--- src/sv/rsgm_pkg.sv ---
// Shared types and codes for the sequence gap monitor.
// Holds the packet and result records and the gap event codes.
// No dependencies.
package rsgm_pkg;

    // Gap classification of one packet.
    localparam logic [1:0] GAP_NONE  = 2'd0;
    localparam logic [1:0] GAP_LOSSY = 2'd1;
    localparam logic [1:0] GAP_CLEAN = 2'd2;

    // Distance code that marks a duplicate (one behind expected).
    localparam logic [15:0] DIST_DUPLICATE = 16'hFFFF;

    // One received packet as it sits in the input register.
    typedef struct packed {
        logic [15:0] sequence_number;
        logic [31:0] arrival_ms;
    } rsgm_pkt_t;

    // One result record, already cut to the field widths.
    typedef struct packed {
        logic [31:0] packet_count;
        logic [31:0] lost_count;
        logic [31:0] duplicate_count;
        logic [31:0] reorder_count;
        logic [31:0] gap_count;
        logic [31:0] lossy_gap_count;
        logic [31:0] clean_gap_count;
        logic [31:0] recent_gap_ms;
        logic [31:0] longest_gap_ms;
        logic        recent_gap_lossy;
        logic [1:0]  gap_event;
    } rsgm_result_t;

endpackage

--- src/sv/rtp_sequence_gap_monitor_unit.sv ---
// Top level of the sequence gap monitor: ports, threshold register and result register.
// Instantiates rsgm_input_reg and rsgm_update; depends on rsgm_pkg.
//
// Channel   Direction  Handshake               Contents
// pkt       in         pkt_valid / pkt_ready   sequence_number, arrival_ms
// res       out        res_valid / res_ready   counters, gap lengths, gap_event
// cfg       in         cfg_we                  cfg_wdata -> gap threshold in ms
//
// One packet per cycle is sustained while results are taken; each packet passes
// the input register, then the update into the result register, before its result appears.
// The state update is a single compare and add pass, so it sets the clock.
// A stalled result holds the pipeline; a packet is still taken while the
// input register is empty. Reset clears all counters and sets the threshold to 1000.
module rtp_sequence_gap_monitor_unit #(
    parameter int COUNTER_WIDTH = 32,
    parameter int TIME_WIDTH    = 32
) (
    input  logic        clk,
    input  logic        rst_n,
    input  logic        pkt_valid,
    output logic        pkt_ready,
    input  logic [15:0] sequence_number,
    input  logic [31:0] arrival_ms,
    output logic        res_valid,
    input  logic        res_ready,
    output logic [31:0] packet_count,
    output logic [31:0] lost_count,
    output logic [31:0] duplicate_count,
    output logic [31:0] reorder_count,
    output logic [31:0] gap_count,
    output logic [31:0] lossy_gap_count,
    output logic [31:0] clean_gap_count,
    output logic [31:0] recent_gap_ms,
    output logic [31:0] longest_gap_ms,
    output logic        recent_gap_lossy,
    output logic [1:0]  gap_event,
    input  logic        cfg_we,
    input  logic [15:0] cfg_wdata
);
    import rsgm_pkg::*;

    localparam logic [15:0] THRESHOLD_RESET = 16'd1000;

    logic         held_valid;
    rsgm_pkt_t    held_pkt;
    logic         step;
    logic         res_free;
    rsgm_result_t update_result;
    rsgm_result_t result_reg;
    logic         res_valid_reg;
    logic [15:0]  threshold_reg;

    // The update runs when a packet is held and the result register can take it.
    assign res_free = !res_valid_reg || res_ready;
    assign step     = held_valid && res_free;

    // Input register.
    rsgm_input_reg u_input (
        .clk             (clk),
        .rst_n           (rst_n),
        .pkt_valid       (pkt_valid),
        .pkt_ready       (pkt_ready),
        .sequence_number (sequence_number),
        .arrival_ms      (arrival_ms),
        .take            (step),
        .held_valid      (held_valid),
        .held_pkt        (held_pkt)
    );

    // Tracking state and update logic.
    rsgm_update #(
        .COUNTER_WIDTH (COUNTER_WIDTH),
        .TIME_WIDTH    (TIME_WIDTH)
    ) u_update (
        .clk              (clk),
        .rst_n            (rst_n),
        .step             (step),
        .pkt              (held_pkt),
        .gap_threshold_ms (threshold_reg),
        .result           (update_result)
    );

    // Gap threshold register.
    always_ff @(posedge clk or negedge rst_n)
    begin
        if (!rst_n)
        begin
            threshold_reg <= THRESHOLD_RESET;
        end
        else if (cfg_we)
        begin
            threshold_reg <= cfg_wdata;
        end
    end

    // Result valid flag.
    always_ff @(posedge clk or negedge rst_n)
    begin
        if (!rst_n)
        begin
            res_valid_reg <= 1'b0;
        end
        else if (res_free)
        begin
            res_valid_reg <= step;
        end
    end

    // Result payload.
    always_ff @(posedge clk)
    begin
        if (step)
        begin
            result_reg <= update_result;
        end
    end

    assign res_valid        = res_valid_reg;
    assign packet_count     = result_reg.packet_count;
    assign lost_count       = result_reg.lost_count;
    assign duplicate_count  = result_reg.duplicate_count;
    assign reorder_count    = result_reg.reorder_count;
    assign gap_count        = result_reg.gap_count;
    assign lossy_gap_count  = result_reg.lossy_gap_count;
    assign clean_gap_count  = result_reg.clean_gap_count;
    assign recent_gap_ms    = result_reg.recent_gap_ms;
    assign longest_gap_ms   = result_reg.longest_gap_ms;
    assign recent_gap_lossy = result_reg.recent_gap_lossy;
    assign gap_event        = result_reg.gap_event;

    // A held packet with a free result register always moves on.
    a_no_stall_when_free: assert property (@(posedge clk) disable iff (!rst_n)
        (held_valid && !res_valid_reg) |=> res_valid_reg)
        else $error("held packet did not produce a result");

    // A stalled result is not overwritten by a new update.
    a_stall_blocks_update: assert property (@(posedge clk) disable iff (!rst_n)
        (res_valid_reg && !res_ready) |-> !step)
        else $error("update ran while result stalled");

    // A result that is not taken keeps the same packet count.
    a_stall_keeps_result: assert property (@(posedge clk) disable iff (!rst_n)
        (res_valid_reg && !res_ready) |=> (packet_count == $past(packet_count)))
        else $error("stalled result changed");

endmodule

--- src/sv/rsgm_input_reg.sv ---
// Input register of the sequence gap monitor.
// Captures one packet per transfer and holds it until the update stage takes it.
// Depends on rsgm_pkg.
module rsgm_input_reg (
    input  logic              clk,
    input  logic              rst_n,
    input  logic              pkt_valid,
    output logic              pkt_ready,
    input  logic [15:0]       sequence_number,
    input  logic [31:0]       arrival_ms,
    input  logic              take,
    output logic              held_valid,
    output rsgm_pkg::rsgm_pkt_t held_pkt
);
    import rsgm_pkg::*;

    logic       valid_reg;
    logic       valid_next;
    rsgm_pkt_t  pkt_reg;

    // The register can take a packet when empty or when its content leaves.
    assign pkt_ready  = !valid_reg || take;
    assign valid_next = (pkt_valid && pkt_ready) || (valid_reg && !take);

    // Valid flag.
    always_ff @(posedge clk or negedge rst_n)
    begin
        if (!rst_n)
        begin
            valid_reg <= 1'b0;
        end
        else
        begin
            valid_reg <= valid_next;
        end
    end

    // Payload, loaded on each input transfer.
    always_ff @(posedge clk)
    begin
        if (pkt_valid && pkt_ready)
        begin
            pkt_reg.sequence_number <= sequence_number;
            pkt_reg.arrival_ms      <= arrival_ms;
        end
    end

    assign held_valid = valid_reg;
    assign held_pkt   = pkt_reg;

endmodule

--- src/sv/rsgm_update.sv ---
// Tracking state and per-packet update of the sequence gap monitor.
// Classifies the sequence distance, measures silence and updates the counters.
// Depends on rsgm_pkg.
module rsgm_update #(
    parameter int COUNTER_WIDTH = 32,
    parameter int TIME_WIDTH    = 32
) (
    input  logic                   clk,
    input  logic                   rst_n,
    input  logic                   step,
    input  rsgm_pkg::rsgm_pkt_t    pkt,
    input  logic [15:0]            gap_threshold_ms,
    output rsgm_pkg::rsgm_result_t result
);
    import rsgm_pkg::*;

    localparam int CW = COUNTER_WIDTH;
    localparam int TW = TIME_WIDTH;

    logic [15:0]   expected_seq_reg,   expected_seq_next;
    logic          seq_valid_reg,      seq_valid_next;
    logic [TW-1:0] prev_arrival_reg,   prev_arrival_next;
    logic          arrival_valid_reg,  arrival_valid_next;
    logic [CW-1:0] packets_reg,        packets_next;
    logic [CW-1:0] lost_reg,           lost_next;
    logic [CW-1:0] dup_reg,            dup_next;
    logic [CW-1:0] reorder_reg,        reorder_next;
    logic [CW-1:0] gaps_reg,           gaps_next;
    logic [CW-1:0] lossy_reg,          lossy_next;
    logic [CW-1:0] clean_reg,          clean_next;
    logic [TW-1:0] last_gap_reg,       last_gap_next;
    logic [TW-1:0] worst_gap_reg,      worst_gap_next;
    logic          last_loss_reg,      last_loss_next;

    logic [15:0]   seq_delta;
    logic          hole;
    logic          dup_hit;
    logic          reorder_hit;
    logic [TW-1:0] now;
    logic [TW-1:0] silence;
    logic [TW-1:0] threshold;
    logic          gap_hit;
    logic [CW:0]   lost_sum;
    logic [64:0]   delta_wide;
    logic [1:0]    event_code;

    // Saturating increment of one counter.
    function automatic logic [CW-1:0] sat_inc(input logic [CW-1:0] v);
        return (v == {CW{1'b1}}) ? v : v + {{(CW-1){1'b0}}, 1'b1};
    endfunction

    // Counter value cut or extended to a 32-bit result field.
    function automatic logic [31:0] cnt_field(input logic [CW-1:0] v);
        logic [63:0] w;
        w = 64'(v);
        return w[31:0];
    endfunction

    // Time value cut or extended to a 32-bit result field.
    function automatic logic [31:0] time_field(input logic [TW-1:0] v);
        logic [63:0] w;
        w = 64'(v);
        return w[31:0];
    endfunction

    // Sequence distance classification on the signed 16-bit wrap.
    always_comb
    begin
        seq_delta   = pkt.sequence_number - expected_seq_reg;
        hole        = seq_valid_reg && (seq_delta != 16'd0) && !seq_delta[15];
        dup_hit     = seq_valid_reg && (seq_delta == DIST_DUPLICATE);
        reorder_hit = seq_valid_reg && seq_delta[15] && (seq_delta != DIST_DUPLICATE);
        delta_wide  = 65'(seq_delta);
        lost_sum    = {1'b0, lost_reg} + delta_wide[CW:0];
    end

    // Silence since the previous arrival and the gap decision.
    always_comb
    begin
        logic [63:0] arr_wide;
        logic [63:0] thr_wide;
        arr_wide  = 64'(pkt.arrival_ms);
        thr_wide  = 64'(gap_threshold_ms);
        now       = arr_wide[TW-1:0];
        threshold = thr_wide[TW-1:0];
        silence   = arrival_valid_reg ? (now - prev_arrival_reg) : '0;
        gap_hit   = (silence >= threshold);
    end

    // Next state of every tracking register.
    always_comb
    begin
        expected_seq_next  = pkt.sequence_number + 16'd1;
        seq_valid_next     = 1'b1;
        prev_arrival_next  = now;
        arrival_valid_next = 1'b1;
        packets_next       = sat_inc(packets_reg);
        lost_next          = lost_reg;
        dup_next           = dup_reg;
        reorder_next       = reorder_reg;
        gaps_next          = gaps_reg;
        lossy_next         = lossy_reg;
        clean_next         = clean_reg;
        last_gap_next      = last_gap_reg;
        worst_gap_next     = worst_gap_reg;
        last_loss_next     = last_loss_reg;
        event_code         = GAP_NONE;

        if (hole)
        begin
            lost_next = lost_sum[CW] ? {CW{1'b1}} : lost_sum[CW-1:0];
        end
        if (dup_hit)
        begin
            dup_next = sat_inc(dup_reg);
        end
        if (reorder_hit)
        begin
            reorder_next = sat_inc(reorder_reg);
        end

        if (gap_hit)
        begin
            gaps_next      = sat_inc(gaps_reg);
            last_gap_next  = silence;
            last_loss_next = hole;
            if (silence > worst_gap_reg)
            begin
                worst_gap_next = silence;
            end
            if (hole)
            begin
                lossy_next = sat_inc(lossy_reg);
                event_code = GAP_LOSSY;
            end
            else
            begin
                clean_next = sat_inc(clean_reg);
                event_code = GAP_CLEAN;
            end
        end
    end

    // Tracking registers, advanced once per packet.
    always_ff @(posedge clk or negedge rst_n)
    begin
        if (!rst_n)
        begin
            expected_seq_reg  <= '0;
            seq_valid_reg     <= 1'b0;
            prev_arrival_reg  <= '0;
            arrival_valid_reg <= 1'b0;
            packets_reg       <= '0;
            lost_reg          <= '0;
            dup_reg           <= '0;
            reorder_reg       <= '0;
            gaps_reg          <= '0;
            lossy_reg         <= '0;
            clean_reg         <= '0;
            last_gap_reg      <= '0;
            worst_gap_reg     <= '0;
            last_loss_reg     <= 1'b0;
        end
        else if (step)
        begin
            expected_seq_reg  <= expected_seq_next;
            seq_valid_reg     <= seq_valid_next;
            prev_arrival_reg  <= prev_arrival_next;
            arrival_valid_reg <= arrival_valid_next;
            packets_reg       <= packets_next;
            lost_reg          <= lost_next;
            dup_reg           <= dup_next;
            reorder_reg       <= reorder_next;
            gaps_reg          <= gaps_next;
            lossy_reg         <= lossy_next;
            clean_reg         <= clean_next;
            last_gap_reg      <= last_gap_next;
            worst_gap_reg     <= worst_gap_next;
            last_loss_reg     <= last_loss_next;
        end
    end

    // Result record built from the updated state.
    always_comb
    begin
        result.packet_count     = cnt_field(packets_next);
        result.lost_count       = cnt_field(lost_next);
        result.duplicate_count  = cnt_field(dup_next);
        result.reorder_count    = cnt_field(reorder_next);
        result.gap_count        = cnt_field(gaps_next);
        result.lossy_gap_count  = cnt_field(lossy_next);
        result.clean_gap_count  = cnt_field(clean_next);
        result.recent_gap_ms    = time_field(last_gap_next);
        result.longest_gap_ms   = time_field(worst_gap_next);
        result.recent_gap_lossy = last_loss_next;
        result.gap_event        = event_code;
    end

    // The worst gap never falls below the most recent one.
    a_worst_covers_last: assert property (@(posedge clk) disable iff (!rst_n)
        worst_gap_reg >= last_gap_reg)
        else $error("longest gap below most recent gap");

    // Every processed packet leaves a nonzero packet count.
    a_packet_counted: assert property (@(posedge clk) disable iff (!rst_n)
        step |=> (packets_reg != '0))
        else $error("packet count still zero after a packet");

    // A gap with a sequence hole marks the recent gap as lossy.
    a_lossy_flag: assert property (@(posedge clk) disable iff (!rst_n)
        (step && gap_hit && hole) |=> (last_loss_reg && (lossy_reg != '0)))
        else $error("lossy gap not recorded");

    // The first packet after reset never counts as lost.
    a_first_not_lost: assert property (@(posedge clk) disable iff (!rst_n)
        (step && !seq_valid_reg) |=> (lost_reg == $past(lost_reg)))
        else $error("first packet changed the lost count");

endmodule
--- config.mk ---
export PLATFORM = sky130hd
export DESIGN_NAME = rtp_sequence_gap_monitor_unit
export DESIGN_NICKNAME = d
export VERILOG_FILES = /design/src/sv/rsgm_pkg.sv /design/src/sv/rtp_sequence_gap_monitor_unit.sv /design/src/sv/rsgm_input_reg.sv /design/src/sv/rsgm_update.sv
export SDC_FILE = /design/constraint.sdc
export NUM_CORES = 1
export LEC_CHECK = 0
export BUFFER_PORTS_ARGS = -buffer_cell sky130_fd_sc_hd__buf_2
export CORE_ASPECT_RATIO = 1.25
export CORE_MARGIN = 1.5
export CORE_UTILIZATION = 24
export CTS_CLUSTER_DIAMETER = 150
export DETAILED_ROUTE_END_ITERATION = 8
export GPL_TIMING_DRIVEN = 0
export PLACE_DENSITY = 0.47
export SLEW_MARGIN = 20
export SYNTH_ARGS = -nofsm -noshare
export SYNTH_HDL_FRONTEND = slang
export SYNTH_SLANG_ARGS = --single-unit
--- constraint.sdc ---
create_clock -name clk -period 14.65 [get_ports clk]
set_clock_uncertainty 0.2 [all_clocks]
set_input_delay 0.7325 -clock clk [delete_from_list [all_inputs] [get_ports clk]]
set_output_delay 0.7325 -clock clk [all_outputs]
set_load 0.02 [all_outputs]
# [Word-level counts from Yosys, hierarchy flattened]
# Cells that the tools add are included.
[op_classes] addsub=10 order_cmp=2 eq_ne=8 n_mux=21 reduce_logical=16
[op_table] op="$mux 32" n=19
[op_table] op="$add 32x1->32 const B" n=6
[op_table] op="$eq 32x32->1 const B" n=6
[op_table] op="$add 32x16->33" n=1
[op_table] op="$ge 32x16->1" n=1
[op_table] op="$gt 32x32->1" n=1
[op_table] op="$sub 32x32->32" n=1
[op_table] op="$add 16x1->16 const B" n=1
[op_table] op="$eq 16x16->1 const B" n=1
[op_table] op="$ne 16x16->1 const B" n=1
[op_table] op="$reduce_bool 16->1" n=1
[op_table] op="$sub 16x16->16" n=1
[op_table] op="$logic_and 1x1->1" n=8
[op_table] op="$logic_not 1->1" n=4
[op_table] op="$logic_or 1x1->1" n=3
[op_table] op="$mux 2" n=1
[op_table] op="$mux 1" n=1
[totals] reg_bits=695 in_bits=69 output_inout_bits=293

# [Longest topological paths before layout]
# Gate-level depths: netlist of run 1.
[depth] ltp_word=6 depth_mapped=25 ltp_nobuf=22

# [Hierarchy]
# A second synthesis of run 1 with hierarchy kept.
[hier_totals] cells_unflattened=3172 area_unflattened_um2=34957.3
[by_module_without_submodules] module="rsgm_update" instances=1 cells_each=2791 area_each_um2=24023.0 seq_area_each_um2=8458.1
[by_module_without_submodules] module="rtp_sequence_gap_monitor_unit" instances=1 cells_each=329 area_each_um2=9439.1 seq_area_each_um2=9171.3
[by_module_without_submodules] module="rsgm_input_reg" instances=1 cells_each=52 area_each_um2=1495.2 seq_area_each_um2=1466.4

# [Least setup slack after synthesis of run 1]
# OpenSTA, ideal clock, no wires.
[synth_path] kind="in2reg" startpoint="input port res_ready" endpoint="register u_update.prev_arrival_reg[25]" setup_time_ns=0.514 arrival_ns=9.843 required_time_ns=13.936 slack_ns=4.092 stages=7 path_buffers=3 cell_sequence="nand2b_1 -> nand2_1 -> inv_1 -> clkbuf_1 -> buf_1 -> buf_1 -> o21ai_0"
[synth_between] elab_chain_len=2
[synth_lines] element="start: declaration" line="rtp_sequence_gap_monitor_unit.sv:25" source="input logic res_ready,"
[synth_lines] element="$logic_or 1x1->1" line="rtp_sequence_gap_monitor_unit.sv:54" source="assign res_free = !res_valid_reg || res_ready;"
[synth_lines] element="$logic_and 1x1->1" line="rtp_sequence_gap_monitor_unit.sv:55" source="assign step = held_valid && res_free;"
[synth_lines] element="net step" line="rtp_sequence_gap_monitor_unit.sv:46" source="logic step;"
[synth_lines] element="end signal: assignment" line="rsgm_update.sv:168" source="prev_arrival_reg <= prev_arrival_next;"
[synth_lines] element="end: declaration" line="rsgm_update.sv:22" source="logic [TW-1:0] prev_arrival_reg, prev_arrival_next;"
# The timed path passes the listed nets, and every way through them passes these cells.
# A chain may end at the register's enable or synchronous reset.

# [Final worst setup path of run 1]
[layout_path] startpoint="register u_input.pkt_reg, in the netlist u_input.held_pkt[0]" endpoint="register result_reg, in the netlist gap_count[27], data pin"
[layout_between] elab_chain_len=4
[layout_lines] element="start: declaration" line="rsgm_input_reg.sv:19" source="rsgm_pkt_t pkt_reg;"
[layout_lines] element="$sub 32x32->32" line="rsgm_update.sv:86" source="silence = arrival_valid_reg ? (now - prev_arrival_reg) : '0;"
[layout_lines] element="$mux 32" line="rsgm_update.sv:86"
[layout_lines] element="$ge 32x16->1" line="rsgm_update.sv:87" source="gap_hit = (silence >= threshold);"
[layout_lines] element="$mux 32" line="rsgm_update.sv:122" source="if (gap_hit)"
[layout_lines] element="net u_update.gaps_next[27]" line="rsgm_update.sv:28" source="logic [CW-1:0] gaps_reg, gaps_next;"
[layout_lines] element="end signal: assignment" line="rtp_sequence_gap_monitor_unit.sv:114" source="result_reg <= update_result;"
[layout_lines] element="end: declaration" line="rtp_sequence_gap_monitor_unit.sv:49" source="rsgm_result_t result_reg;"
# The timed path passes the listed nets, and every way through them passes these cells.

==> flow_metrics.py, run 1 <==
metrics = {
    "final_layout": {
        "fill_cells": 15060,
        "fin_area_mm2": 0.0427,
        "largest_reg_flops": 48,
        "final_common_cell": "buf_2",
        "drive_gt1_share_pct": 17.3,
        "fin_nets": 3901,
        "final_cell_mix": "396 x buf_2, 358 x nand2_1, 350 x dfrtp_1, 339 x edfxtp_1, 247 x nor2_1",
        "syn2layout_area_growth_pct": 22.8,
    },
    "floorplanning": {
        "die_h_um": 429,
        "top_level_ports": 362,
        "die_w_um": 344,
        "start_util_pct": 24.1,
        "fp-row-count": 156,
        "core-area_mm2": 0.144,
        "die_area_mm2": 0.147,
    },
    "power": {
        "cellLeakagePower_nw": 18.5,
        "switching_power_mw": 2.53,
        "total_power_mw": 7.00,
        "p_clk_share_pct": 30.1,
        "combPwrFrac_pct": 32.0,
        "power.share.switching_pct": 36.1,
        "internal-power_mw": 4.47,
        "ir_worst_vdd_mv": 0.0934,
        "seqPwrFrac_pct": 37.9,
        "p_per_area_mw_per_mm2": 164,
    },
    "worst_setup_path": {
        "cp.buffers_inverters": 4,
        "regToRegSetupSlack_ps": 7620,
        "worstPathCellList": "inv_1 > ha_1 > inv_1 > fa_1 > a21o_1 > a221o_1 > a41oi_1 > o21ai_1 > xnor2_1 > nor2_1 > ha_1 > and4_1 > a21oi_1 > o211ai_1 > or3_1 > nor4_1 > nand4b_1 > nor3_2 > buf_2 > buf_2 > nor2_1 > xor2_1",
        "r2r_end": "gap_count[27]$_DFFE_PP_",
        "timing.setup.critical_path_class": "reg -> reg",
        "start_kind": "flip-flop",
        "path_max_fanout": 10,
        "critPathMaxStageDelay_ps": 660,
        "critPathCaptureType": "flip-flop",
        "critPathTopFamily": "simple AND/OR/NAND/NOR gates",
        "critPathRequiredTime_ps": 14900,
        "cp.arrival_ps": 7270,
        "slowest_stage": "nor3_2",
        "reg2regPathDepth": 22,
        "r2r_start": "u_input.held_pkt[0]$_DFFE_PP_",
    },
    "sta": {
        "relSlewSlack_pct": 33.2,
        "setup_violations": 0,
        "drv_slew": 0,
        "max_freq_mhz": 142,
        "min_period_over_period_pct": 48.0,
        "holdWs_ps": 59.2,
        "worst_pin_slew_ps": 1000,
        "min_period_ps": 7030,
        "layout_setup_ws_ps": 7620,
        "rsz0062_at_grt": "no",
        "finalHoldViolations": 0,
    },
    "yosys": {
        "synth_flop_cell": "dfrtp_1",
        "syn_area_mm2": 0.0348,
        "synth_edf_count": 339,
        "yosysSeqAreaShare_pct": 54.9,
        "synth_warnings": 0,
        "ys_seq_elements": 695,
        "synth.avg_cell_area_um2": 10.9,
        "syn-num-nets": 3387,
        "syn_inst": 3198,
        "yosysUniqueCellTypes": 80,
        "async_flop_share_pct": 51.2,
    },
    "route": {
        "drt_iter0_drc": 1406,
        "vias": 25668,
        "wl_per_cell_um": 20.0,
        "firstDrtPassIters": 5,
        "wirelength_mm": 114,
        "ant_nets": 0,
        "drc_errors": 0,
        "vias_per_cell": 4.52,
    },
    "grt": {
        "met1_usage_pct": 19.4,
        "grt_pass1_vias": 25624,
        "grt_pass1_wl_mm": 167,
        "grt_overflow": 0,
        "met3_usage_pct": 2.77,
        "grt_max_degree": 84,
        "antenna_found_initial": 16,
        "use_met2_pct": 25.7,
        "track_usage_pct": 15.2,
        "busiest_layer": "met2",
    },
    "place": {
        "portBuffers": 361,
        "place_congestion": 0.876,
        "pre_cts_ws_ps": 7530,
        "postPlaceCellArea_mm2": 0.0395,
        "detailed_place_hpwl_mm": 85.4,
    },
    "cts": {
        "cts_inserted_buffers": 80,
        "worstSkewPairLatency_ps": 720,
        "h-tree-depth": 3,
        "ctsRootBufferMaster": "clkbuf_16",
        "cts_buffer_depth": 3,
        "cts.sinks": 695,
        "cts_tree": "done",
        "clk_pin_slew_ps": 60,
        "cts_resized": 0,
        "cts_setup_buffers": 0,
    },
    "min_path": {
        "worstHoldStart": "sequence_number[6]",
        "hold_path_end": "u_input.held_pkt[38]$_DFFE_PP_",
        "holdCritPathClass": "in -> reg",
        "worstHoldPathCells": 1,
    },
    "run_status": {
        "status": "complete, no violations",
    },
    "flow_run": {
        "drv_cap": 0,
    },
}
logic make-up after synthesis:
| logic type | after synthesis | synth area share [%] |
|---|---|---|
| buffers and inverters | 267 | 3.09 |
| adder cells (fa/ha/maj) | 120 | 4.38 |
| AO/OA/AOI/OAI | 416 | 7.45 |
| AND/OR/NAND/NOR | 1176 | 16.3 |
| flip-flops | 695 | 54.9 |
| XOR/XNOR | 421 | 10.6 |
| multiplexers | 103 | 3.28 |
layer usage:
metal	up-vias	wire length [um]
met5	-	19
met4	2	2970
met3	148	5770
met2	599	55300
met1	12604	49700
li1	12315	-
worst max path at each step:
stage | depth (start not counted) | slack (ps) | start | endpoint
6_report | 22 | 7620 | u_input.held_pkt[0]$_DFFE_PP_ | gap_count[27]$_DFFE_PP_
2_1_floorplan | 7 | 4090 | res_ready | u_update.prev_arrival_reg[25]$_DFFE_PN0P_
3_3_place_gp | 8 | -3890 | res_ready | u_update.prev_arrival_reg[28]$_DFFE_PN0P_
5_1_grt | 22 | 7230 | u_input.held_pkt[6]$_DFFE_PP_ | gap_count[27]$_DFFE_PP_
3_5_place_dp | 22 | 7530 | u_input.held_pkt[0]$_DFFE_PP_ | gap_count[27]$_DFFE_PP_
4_1_cts | 22 | 7550 | u_input.held_pkt[0]$_DFFE_PP_ | gap_count[27]$_DFFE_PP_
through the flow:
stage	instances	utilization, %	setup TNS [ps]
2_1_floorplan	3198	-	0
3_3_place_gp	5455	27.0	-1046340
3_5_place_dp	5475	27.4	0
4_1_cts	5676	29.6	0
5_1_grt	5676	29.6	0
6_report	5679	29.6	0
power groups by stage:
stage                     combinational [mW]  sequential [mW]  clock, mW
after floorplan                         1.29             2.85          0
after global placement                  2.24             2.73          0
after detailed placement                2.26             2.69          0
after CTS                               2.29             2.66       2.20
after global routing                    2.48             2.70       2.26
final                                   2.24             2.65       2.11
synthesized netlist by cell type (6+ instances only):
| library cell | instances | share of area, % |
|---|---|---|
| a211oi_1 | 11 | 0.24 |
| a21boi_0 | 7 | 0.15 |
| a21o_1 | 46 | 0.99 |
| a21oi_1 | 101 | 1.5 |
| a22o_1 | 14 | 0.35 |
| a31oi_1 | 25 | 0.45 |
| and2_1 | 26 | 0.47 |
| and3_1 | 57 | 1.0 |
| and4_1 | 13 | 0.33 |
| buf_1 | 17 | 0.18 |
| buf_2 | 31 | 0.45 |
| buf_4 | 7 | 0.15 |
| clkbuf_1 | 75 | 0.81 |
| dfrtp_1 | 350 | 25 |
| dfstp_2 | 6 | 0.45 |
| edfxtp_1 | 339 | 29 |
| ha_1 | 117 | 4.2 |
| inv_1 | 134 | 1.4 |
| mux2_1 | 30 | 0.97 |
| mux2_2 | 59 | 1.9 |
| mux2i_1 | 14 | 0.40 |
| nand2_1 | 358 | 3.9 |
| nand2b_1 | 23 | 0.41 |
| nand3_1 | 135 | 1.9 |
| nand4_1 | 83 | 1.5 |
| nor2_1 | 247 | 2.7 |
| nor2b_1 | 16 | 0.29 |
| nor3_1 | 91 | 1.3 |
| nor3b_1 | 19 | 0.41 |
| nor4_1 | 43 | 0.77 |
| nor4b_1 | 6 | 0.15 |
| o211ai_1 | 16 | 0.35 |
| o21a_1 | 21 | 0.45 |
| o21ai_0 | 131 | 1.9 |
| o21bai_1 | 8 | 0.17 |
| or2_2 | 12 | 0.22 |
| or3_1 | 17 | 0.31 |
| or4_1 | 12 | 0.26 |
| xnor2_1 | 207 | 5.2 |
| xor2_1 | 214 | 5.4 |
layout make-up:
cell class	count	area [um^2]	share of cell area, %
clock inverters	56	611	1.43
diodes	3	7.51	0.0176
plain buffers	131	576	1.35
well taps	1896	2370	5.55
repair buffers	432	2790	6.52
multi-input cells	2236	14600	34.3
flip-flops and latches	695	19100	44.7
inverters	136	510	1.19
clock buffers	94	2120	4.95
repair_timing:
| item | 4_1_cts | 5_1_grt |
|---|---|---|
| endpoints found under the hold margin | 191 | 0 |
| endpoints found under the setup margin | 0 | 0 |
| hold buffers | 51 | 0 |
Note: power is estimated with default switching activity, not from simulation.
==> run 2: changes to the inputs <==
Clock period 14.65 ns to 6.5 ns, I/O delays scaled along.
==> flow_metrics.py, run 2 (synthesis gave the netlist of run 1 again) <==
metrics = {
    "final_layout": {
        "fin_nets": 3942,
        "multi_input_area_mm2": 0.0147,
        "final_cell_mix": "391 x buf_2, 358 x nand2_1, 350 x dfrtp_1, 339 x edfxtp_1, 242 x nor2_1",
        "syn2layout_area_growth_pct": 24.4,
        "fill_cells": 14983,
        "final_common_cell": "buf_2",
        "seq_area_mm2": 0.0191,
        "largest_reg_flops": 48,
        "drive_gt1_share_pct": 17.4,
    },
    "floorplanning": {
        "core-area_mm2": 0.144,
        "die_h_um": 429,
        "start_util_pct": 24.1,
        "top_level_ports": 362,
        "die_w_um": 344,
        "die_area_mm2": 0.147,
        "fp-row-count": 156,
    },
    "sta": {
        "drv_slew": 0,
        "relSlewSlack_pct": 32.2,
        "setup_violations": 0,
        "holdWs_ps": 94.6,
        "rsz0062_at_grt": "yes",
        "worst_pin_slew_ps": 1020,
        "max_freq_mhz": 157,
        "min_period_over_period_pct": 97.9,
        "min_period_ps": 6360,
        "finalHoldViolations": 0,
    },
    "flow_run": {
        "drv_cap": 0,
    },
    "worst_setup_path": {
        "r2r_start": "u_input.held_pkt[0]$_DFFE_PP_",
        "start_kind": "flip-flop",
        "critPathCapture": "lossy_gap_count[27]$_DFFE_PP_",
        "timing.setup.critical_path_class": "reg -> reg",
        "regToRegSetupSlack_ps": 140,
        "cp.arrival_ps": 6630,
        "r2r_end": "lossy_gap_count[27]$_DFFE_PP_",
        "reg2regPathDepth": 24,
        "cp-startpoint": "u_input.held_pkt[0]$_DFFE_PP_",
        "path_max_fanout": 10,
        "critPathRequiredTime_ps": 6760,
        "critPathCaptureType": "flip-flop",
    },
    "place": {
        "detailed_place_hpwl_mm": 84.0,
        "place_congestion": 0.864,
        "portBuffers": 361,
    },
    "cts": {
        "cts_inserted_buffers": 83,
        "cts_buffer_depth": 3,
        "worstSkewPairLatency_ps": 710,
        "ctsRootBufferMaster": "clkbuf_16",
        "h-tree-depth": 3,
        "clk_pin_slew_ps": 60,
        "cts.sinks": 695,
        "cts_tree": "done",
    },
    "route": {
        "drc_errors": 0,
        "firstDrtPassIters": 5,
        "vias_per_cell": 4.53,
        "wirelength_mm": 114,
        "drt_iter0_drc": 1253,
        "vias": 25926,
        "wl_per_cell_um": 19.9,
        "ant_nets": 0,
    },
    "grt": {
        "grt_overflow": 0,
        "track_usage_pct": 15.3,
        "antenna_found_initial": 9,
        "grt_pass1_wl_mm": 168,
        "grt_max_degree": 96,
        "grt_pass1_vias": 26013,
    },
    "run_status": {
        "status": "complete, no violations",
    },
    "min_path": {
        "holdCritPathClass": "in -> reg",
        "worstHoldPathCells": 3,
    },
    "power": {
        "ir_worst_vdd_mv": 0.219,
        "p_per_area_mw_per_mm2": 371,
        "cellLeakagePower_nw": 18.7,
        "total_power_mw": 16.1,
    },
}
## run 2: cell count changes in the layout (fill, tap and decap cells not counted), moves of 4 or more
| cell | before | now |
|---|---|---|
| bufinv_16 | 7 | 11 |
| buf_4 | 7 | 12 |
| dlygate4sd3_1 | 51 | 96 |
| inv_6 | 12 | 8 |
| buf_12 | 12 | 3 |
| clkinvlp_4 | 5 | 14 |
| nor2_1 | 247 | 242 |
| clkbuf_1 | 80 | 74 |
| clkinv_2 | 12 | 7 |
| buf_2 | 396 | 391 |
## run 2: how the worst min path moves through the flow
stage / start / to / slack [ps]
after floorplan: rst_n / res_valid$_DFFE_PN0P_ / -170
after global placement: u_update.last_gap_reg[1]$_DFFE_PN0P_ / u_update.last_gap_reg[1]$_DFFE_PN0P_ / 260
after detailed placement: rst_n / u_update.prev_arrival_reg[31]$_DFFE_PN0P_ / 160
after CTS: cfg_we / threshold_reg[2]$_DFFE_PN0P_ / 7
after global routing: cfg_we / threshold_reg[2]$_DFFE_PN0P_ / 100
final: cfg_we / threshold_reg[2]$_DFFE_PN0P_ / 90
## run 2: layout make-up
class,instances,share of cell area [%]
multi-input combinational,2236,34.0
antenna,3,0.0173
tap,1896,5.48
timing repair buffer,471,7.16
clock inverter,62,1.71
inverter,136,1.18
sequential,695,44.1
clock buffer,94,5.03
buffer,130,1.37
## run 2: report_power, final
group          total (mW)  switching [mW]  internal, mW
Clock                5.00            2.11          2.90
Sequential           5.99           0.433          5.55
Combinational        5.07            3.20          1.87
## run 2: per-stage QoR
stage	setup slack (ps)	TNS (ps)	instances	cell area, um^2	util (%)
global route	-28.9	-191	5720	43300	30.0
floorplan	515	0	3198	34800	-
CTS	0.0338	0	5720	43300	30.0
finish	138	0	5723	43300	30.0
detailed placement	-623	-58360	5466	39300	27.3
global placement	-4310	-2516280	5455	39000	27.0
## run 2: routing by layer
metal | up-vias | GRT usage (%) | part of all wire (%)
met2 | 629 | 26.1 | 49
met1 | 12747 | 19.1 | 43
met4 | 0 | 5.11 | 2.7
met5 | - | 0 | 0
li1 | 12407 | - | -
met3 | 143 | 2.89 | 5.2
## run 2: repair_timing
| action | 4_1_cts | 5_1_grt |
|---|---|---|
| endpoints found under the hold margin | 413 | 0 |
| pin swaps | 1 | 0 |
| setup endpoints to repair | 232 | 229 |
| gates resized for setup | 14 | 7 |
| hold buffers | 96 | 0 |
| buffers inserted | 2 | 1 |
## run 2: worst max-delay path, stage by stage (launching register included)
cell	delay, ps
edfxtp_1	420
inv_1	100
ha_1	160
inv_1	50
fa_1	400
a21o_1	210
a221o_1	370
a41oi_1	230
o21ai_1	190
xnor2_1	320
nor2_4	120
ha_1	320
and4_1	220
a21oi_1	350
o211ai_1	130
or3_1	340
nor4_1	280
nand4b_1	130
buf_4	180
nor3_4	190
buf_12	150
buf_2	240
buf_2	330
nor3_1	120
xor2_1	360
